## config.mk

```make
export PLATFORM = sky130hd
export DESIGN_NAME = pip_datapath
export DESIGN_NICKNAME = d
export VERILOG_FILES = /design/src/pip_pkg.sv /design/src/pip_datapath.sv
export SDC_FILE = /design/constraint.sdc
export NUM_CORES = 2
export LEC_CHECK = 0
export BUFFER_PORTS_ARGS = -buffer_cell sky130_fd_sc_hd__buf_4
export CAP_MARGIN = 20
export CORE_MARGIN = 5
export CORE_UTILIZATION = 59
export CTS_CLUSTER_SIZE = 10
export DETAILED_ROUTE_END_ITERATION = 6
export PLACE_DENSITY = 0.75
export SYNTH_ARGS = -nofsm -noshare
export SYNTH_HDL_FRONTEND = slang
export SYNTH_SLANG_ARGS = --single-unit
```

## constraint.sdc

```tcl
create_clock -name clk_i -period 5.95 [get_ports clk_i]
set_input_delay 0.2975 -clock clk_i [delete_from_list [all_inputs] [get_ports clk_i]]
set_output_delay 0.2975 -clock clk_i [all_outputs]
set_load 0.01 [all_outputs]
```

## src/pip_pkg.sv

```systemverilog
// shared types and constants for the point-in-polygon test
package pip_pkg;

  localparam int unsigned MaxVertices = 16;
  localparam int unsigned CfgWidth   = 5;
  localparam int unsigned SlotWidth  = 4;
  localparam logic [CfgWidth-1:0] CfgResetCount = 5'd4;

  localparam logic FuncWrite = 1'b0;
  localparam logic FuncQuery = 1'b1;

  typedef struct packed {
    logic write;   // store a vertex from the request
    logic load;    // capture test point and start a walk
    logic issue;   // launch the current edge into the pipeline
  } dp_cmd_t;

  typedef struct packed {
    logic n_zero;      // polygon has no vertices
    logic last_issue;  // current edge is the last one
    logic pipe_busy;   // edges still in flight
  } dp_status_t;

endpackage

```

## src/pip_datapath.sv

```systemverilog
// vertex store and edge crossing pipeline for the point-in-polygon test
module pip_datapath #(
  parameter int unsigned COORD_WIDTH  = 16
) (
  input  logic                               clk_i,
  input  logic                               rst_ni,
  input  pip_pkg::dp_cmd_t                   cmd_i,
  output pip_pkg::dp_status_t                status_o,
  input  logic                               cfg_we_i,
  input  logic [pip_pkg::CfgWidth-1:0]       cfg_wdata_i,
  input  logic [pip_pkg::SlotWidth-1:0]      slot_i,
  input  logic signed [COORD_WIDTH-1:0]      coord_x_i,
  input  logic signed [COORD_WIDTH-1:0]      coord_y_i,
  output logic                               parity_o
);
  import pip_pkg::*;

  localparam int unsigned IW = $clog2(MaxVertices);
  localparam int unsigned CW = $clog2(MaxVertices + 1);
  localparam int unsigned DW = COORD_WIDTH + 1;
  localparam int unsigned PW = 2 * DW;

  // vertex store, two read ports with registered data
  logic signed [COORD_WIDTH-1:0] mem_x [MaxVertices];
  logic signed [COORD_WIDTH-1:0] mem_y [MaxVertices];

  logic [CfgWidth-1:0] cfg_q;
  logic [CW-1:0]       n_sat, n_q;
  logic [IW-1:0]       idx_q, jdx;
  logic signed [COORD_WIDTH-1:0] tx_q, ty_q;
  logic signed [COORD_WIDTH-1:0] xi_q, yi_q, xj_q, yj_q;
  logic                v1_q, v2_q, v3_q, neg2_q, neg3_q, parity_q;
  logic signed [DW-1:0] a_q, b_q, c_q, d_q;
  logic signed [PW-1:0] p_q, q_q;
  logic                straddle, hit;

  assign n_sat = (32'(cfg_q) > 32'(MaxVertices)) ? CW'(MaxVertices) : CW'(cfg_q);
  assign jdx   = (idx_q == '0) ? IW'(n_q - CW'(1)) : idx_q - IW'(1);

  always_ff @(posedge clk_i) begin
    if (cmd_i.write && (32'(slot_i) < 32'(MaxVertices))) begin
      mem_x[IW'(slot_i)] <= coord_x_i;
      mem_y[IW'(slot_i)] <= coord_y_i;
    end
    xi_q <= mem_x[idx_q];
    yi_q <= mem_y[idx_q];
    xj_q <= mem_x[jdx];
    yj_q <= mem_y[jdx];
  end

  assign straddle = (yi_q > ty_q) != (yj_q > ty_q);

  // payload stages
  always_ff @(posedge clk_i) begin
    if (cmd_i.load) begin
      tx_q <= coord_x_i;
      ty_q <= coord_y_i;
    end
    a_q    <= DW'(tx_q) - DW'(xi_q);
    b_q    <= DW'(yj_q) - DW'(yi_q);
    c_q    <= DW'(xj_q) - DW'(xi_q);
    d_q    <= DW'(ty_q) - DW'(yi_q);
    neg2_q <= yj_q < yi_q;
    p_q    <= a_q * b_q;
    q_q    <= c_q * d_q;
    neg3_q <= neg2_q;
  end

  // crossing lies right of the test point, direction set by the edge's y span
  assign hit = v3_q && (neg3_q ? (p_q > q_q) : (p_q < q_q));

  always_ff @(posedge clk_i or negedge rst_ni) begin
    if (!rst_ni) begin
      cfg_q    <= CfgResetCount;
      n_q      <= '0;
      idx_q    <= '0;
      v1_q     <= 1'b0;
      v2_q     <= 1'b0;
      v3_q     <= 1'b0;
      parity_q <= 1'b0;
    end else begin
      if (cfg_we_i) begin
        cfg_q <= cfg_wdata_i;
      end
      if (cmd_i.load) begin
        n_q      <= n_sat;
        idx_q    <= '0;
        parity_q <= 1'b0;
      end else begin
        if (cmd_i.issue) begin
          idx_q <= idx_q + IW'(1);
        end
        if (hit) begin
          parity_q <= ~parity_q;
        end
      end
      v1_q <= cmd_i.issue;
      v2_q <= v1_q && straddle;
      v3_q <= v2_q;
    end
  end

  assign status_o.n_zero     = (n_sat == '0);
  assign status_o.last_issue = (CW'(idx_q) == n_q - CW'(1));
  assign status_o.pipe_busy  = v1_q | v2_q | v3_q;
  assign parity_o            = parity_q;

endmodule

```

# == After elaboration in Yosys (flattened, before gate mapping) ==
# Memory sizes are Yosys's and may differ from the RTL's. A register that Yosys moved wholly into a read port is not among the register bits.
# Cells that the tools add are included.
# classes
add_sub_neg,7
multipliers,2
magnitude_cmp,6
n_eq_ne,2
mux,9
n_bitwise,3
reduce_logical,6
# ops
cell,n
17-bit by 17-bit multiplier with 34-bit output,2
16-bit by 16-bit subtractor with 17-bit output,4
34-bit greater-than comparator,1
34-bit < comparator,1
16-bit greater-than comparator,2
16-bit < comparator,1
4-bit two-way mux,3
4-bit by 5-bit equality test with 1-bit output,1
5-bit greater-than comparator (second input constant),1
5-bit zero test,1
1-bit two-way mux,5
5-bit two-way mux,1
5-bit by 1-bit subtractor with 5-bit output (second input constant),1
4-bit by 1-bit adder with 4-bit output (second input constant),1
4-bit zero test,1
2-bit nonzero test,2
4-bit by 1-bit subtractor with 4-bit output (second input constant),1
1-bit logical AND,2
1-bit OR,2
1-bit != test,1
1-bit inverter,1
# word_totals
ff_bits,188
ram_bits,512
in_bits,47
out_inout_bits,4
wordCells,54
memories,2
# mem_list
name,depth,width,read_ports,rd_ports_with_merged_regs,write_ports,line_no,rtl
mem_x,16,16,2,2,1,pip_datapath.sv:24,logic signed [COORD_WIDTH-1:0] mem_x [MaxVertices];
mem_y,16,16,2,2,1,pip_datapath.sv:25,logic signed [COORD_WIDTH-1:0] mem_y [MaxVertices];

# == Longest topological paths before layout ==
# logic_depth
ltp_word,5
ltp_mapped,25

# == Least setup slack after synthesis ==
# Ideal clock, no wire load.
# synth_timing
kind,register -> register
start,register c_q[9]
end,register q_q[33]
setup_ns,0.120
arrival_time_ns,6.054
required_time_ns,5.830
slack_ns,-0.224
path_stages_with_launch,26
path_cell_list,dfxtp_1 clkbuf_1 clkbuf_1 nand2_1 fa_1 fa_1 inv_1 fa_1 inv_1 fa_1 inv_1 fa_1 inv_1 fa_1 inv_1 ha_1 and2_1 a221oi_2 nor2_1 o41ai_2 a21oi_1 a22oi_2 a21oi_1 a211oi_2 a21oi_1 xnor2_1
# synth_via
elab_chain_cells,1
# synth_rtl
item,line_no,rtl
from (decl),pip_datapath.sv:33,"logic signed [DW-1:0] a_q, b_q, c_q, d_q;"
from (signal assigned),pip_datapath.sv:61,c_q <= DW'(xj_q) - DW'(xi_q);
17-bit by 17-bit multiplier with 34-bit output,pip_datapath.sv:65,q_q <= c_q * d_q;
to (signal assigned),pip_datapath.sv:65,
to (decl),pip_datapath.sv:34,"logic signed [PW-1:0] p_q, q_q;"
# Every way passes these cells.
# A chain may end at the register's enable or synchronous reset.

# == Worst setup path after layout ==
# layout_timing
start,register b_q[7]
end,register p_q[32]
# layout_via
elab_chain_cells,1
# layout_rtl
item,line_no,rtl
from (decl),pip_datapath.sv:33,
from (signal assigned),pip_datapath.sv:60,b_q <= DW'(yj_q) - DW'(yi_q);
17-bit by 17-bit multiplier with 34-bit output,pip_datapath.sv:64,p_q <= a_q * b_q;
to (signal assigned),pip_datapath.sv:64,
to (decl),pip_datapath.sv:34,
# Every way passes these cells.

==> results by group <==
Outcome
  • Status: complete, but fails checks
  • Failing checks: setup timing

GRT
  • GRT Util Overall: between 20% and 30%
  • Vias in the first global route: 37700
  • Largest net degree at the start of global routing: 97
  • Initial antenna violation count: 10
  • Total global routing overflow: 0
  • First-pass GRT wire length: around 210000 µm

Setup path
  • Most used cell, CP: fa_1
  • Max stage delay on crit path: between 500 and 600 ps
  • Worst path arrival time: about 6600 ps
  • Required @ worst endpoint: roughly 6500 ps
  • Slowest cell on crit path: fa_1
  • CP max FO: 7
  • Kind of critical path: flop to flop
  • Endpoint class of the critical path: flop
  • Crit path cell chain: and2_4 > fa_1 > inv_2 > fa_2 > fa_1 > fa_1 > inv_2 > fa_1 > inv_2 > fa_1 > inv_1 > ha_2 > a21o_1 > a21o_1 > a21o_1 > a21oi_2 > o31ai_4 > a221o_1 > a41oi_2 > o21ai_2 > o41a_1 > xor2_1
  • Critical Path Start Type: flop

STA
  • Setup slack after layout: -142 ps
  • Pins Over Slew Limit: 0
  • Slew margin rel.: between 30 and 40%
  • Slew at the pin with the worst max-slew slack: between 900 and 1000 ps
  • Fin Hold WS: 221 ps
  • Fmax: 164 MHz
  • RSZ-0062 raised after global routing: true
  • Hold Fails Final Rpt: 0
  • Worst Clk Skew: about 86 ps
  • Final setup vio count: 1
  • Crit path time final: between 6000 and 7000 ps
  • Period utilization: 102%

Synthesis
  • Area of the mapped netlist: between 50000 and 60000 µm²
  • Syn_area_per_cell: 12.8 µm²
  • Cells after Synth: 4286
  • Unique masters post-synth: 78
  • Post-synth ARST share: under 10%
  • Ys Warns: 0
  • Synth Flop Type: edfxtp_1
  • Seq/Total Area, Yosys: between 30 and 40%
  • #FFs+latches synth: around 760
  • Syn nets: 5218
  • Number of synthesized flops with an enable pin: between 500 and 600

CTS
  • Clock Latency Late Sink: 690 ps
  • H-tree levels: 3
  • CTS tree: done
  • Number of buffers created by CTS: 90
  • TritonCTS sink count: between 700 and 800
  • Worst-path clk slew: 60 ps
  • Root buffer cell: clkbuf_16
  • Max Root-Sink Buffers: 3

Die
  • Ports: 51
  • Die area: between 90000 and 100000 µm²
  • Initial core utilization: between 50% and 60%
  • Die span in x: about 310 µm
  • Die extent in y: 315 µm
  • Cell row count: 111
  • Core area: between 90000 and 100000 µm²

Placement
  • Hpwl dp: just over 90000 µm
  • IO Port Bufs: 50
  • Routability Congestion: 0.921
  • Pre-CTS WS: -399 ps

Cells and area
  • Fin nets: between 5000 and 6000
  • P&R area growth vs syn: 13.9%
  • Layout cell share with drive strength beyond 1: roughly a fifth
  • Reg area: between 20000 and 25000 µm²
  • Multi-input logic area: about 31000 µm²
  • Fillers: approximately 6500

Min path
  • HP Class: primary input to flop

Drt
  • Drt drc: 0
  • Via-per-instance ratio: 5.83
  • Routed Antenna Nets: 0
  • Avg WL per Cell: approximately 23 µm
  • DRT iter0 DRCs: 2995
  • DR pass1 iterations: 5
  • Total wire length: approximately 130000 µm
  • DR vias: between 30000 and 40000

Flow run
  • Max-cap viol count: 0
## per-layer routing
layer	vias up	wire length (µm)	track usage, %
met2	1480	67300	48.3
li1	15100	-	-
met3	300	11300	4.94
met1	17700	50600	37.0
met4	6	4890	8.91
met5	-	28	0
## cell usage in the layout, fill, tap and decap left out, types with 10 or more instances in the layout
cell           netlist  routed
inv_1              728     716
a211oi_1            45      44
xnor2_1            100      99
nand3_1             23      23
mux4_2             288     288
fa_2                 0      16
nand2_1            317     317
buf_12               0      18
edfxtp_1           544     544
and3_1              10      10
xor2_1              19      19
buf_4                6     309
dfrtp_1             17      14
a21oi_1             95      86
inv_2                1      13
dlygate4sd3_1        0      46
fa_1               596     580
clkbuf_16            0      90
nor2_1             148     134
ha_4                 0      11
mux2i_1             34      33
a21boi_0            15      15
nand4_1             18      18
dfxtp_2              0      24
a21o_1              49      49
dfxtp_4              0      12
nor3_1              32      28
buf_6                0      12
nor2_4               0      12
and2_1             295     287
ha_1               289     275
dfxtp_1            202     166
clkbuf_1           114      58
nor2b_1             57      57
nand2b_1            27      27
o21a_1              13      13
o21ai_0             54      49
## flip-flops by register name, summed over array words and instances, names as in the netlist, 4 cells and up
register,count
mem_x,256
mem_y,256
p_q,34
q_q,34
a_q,17
b_q,17
c_q,17
d_q,17
tx_q,16
ty_q,16
xi_q,16
xj_q,16
yi_q,16
yj_q,16
cfg_q,5
n_q,5
idx_q,4
## final cells by class
type | instances | area share (%)
multi-input combinational | 2636 | 49.9
sequential | 764 | 33.5
timing repair buffer | 386 | 5.25
inverter | 729 | 4.38
clock buffer | 153 | 4.06
tap | 1243 | 2.49
clock inverter | 14 | 0.452
antenna | 4 | 0.0160
## critical path: cells and delay by family, from the launching register on
kind	cells	cell delay, ps
flip-flops	1	380
adder cells (fa/ha/maj)	7	3170
AO/OA/AOI/OAI	9	1890
buffers and inverters	4	180
AND/OR/NAND/NOR	1	150
XOR/XNOR	1	150
## synthesized netlist by cell type (all sizes together) (58+ instances only)
library cell	count	area, µm²
inv	729	2740
fa	596	11900
edfxtp	544	16300
nand2	317	1190
and2	295	1850
ha	289	3620
mux4	288	6490
dfxtp	202	4040
nor2	148	556
clkbuf	114	428
xnor2	100	876
a21oi	97	493
o21ai	59	299
nor2b	58	370
## per-stage QoR
step           instances  setup TNS, ps  util [%]  instance area (µm²)
6_report            5929           -142      68.0                62500
3_3_place_gp        5692           -461      63.7                58600
2_1_floorplan       4286              0         -                55000
3_5_place_dp        5692          -1320      63.7                58600
4_1_cts             5919           -149      67.7                62200
5_1_grt             5926          -1450      68.0                62500
## cell families after synthesis
| family | after synthesis | synth area share [%] |
|---|---|---|
| and+or+nand+nor | 956 | 8.72 |
| xor gates and xnor gates | 119 | 1.90 |
| buffers and inverters | 886 | 6.14 |
| adders and majority gates | 885 | 28.3 |
| muxes | 329 | 12.6 |
| DFF | 764 | 38.0 |
| AOI/OAI and AO/OA | 347 | 4.34 |
## what timing repair did
item,4_1_cts,5_1_grt
cloned,0,1
resized for setup,76,65
endpoints found under the hold margin,571,0
endpoints found under the setup margin,14,16
buffers inserted,14,5
pin swaps,48,39
hold buffers,46,0
## worst paths after layout
kind	slack (ps)	from	to	cells after the start
hold / removal	220	cmd_i[1]	parity_o	2
hold reg to reg	330	neg2_q	neg3_q	0
max in group asynchronous	4200	rst_ni	idx_q[0]	4
min in group asynchronous	550	rst_ni	v1_q	3
setup reg to reg	-140	b_q[7]	p_q[32]	22
setup / recovery	-140	b_q[7]	p_q[32]	22
Power is left out: the tool's default activity adds up to more than one toggle a clock period on the data nets, which glitch-free logic cannot reach.
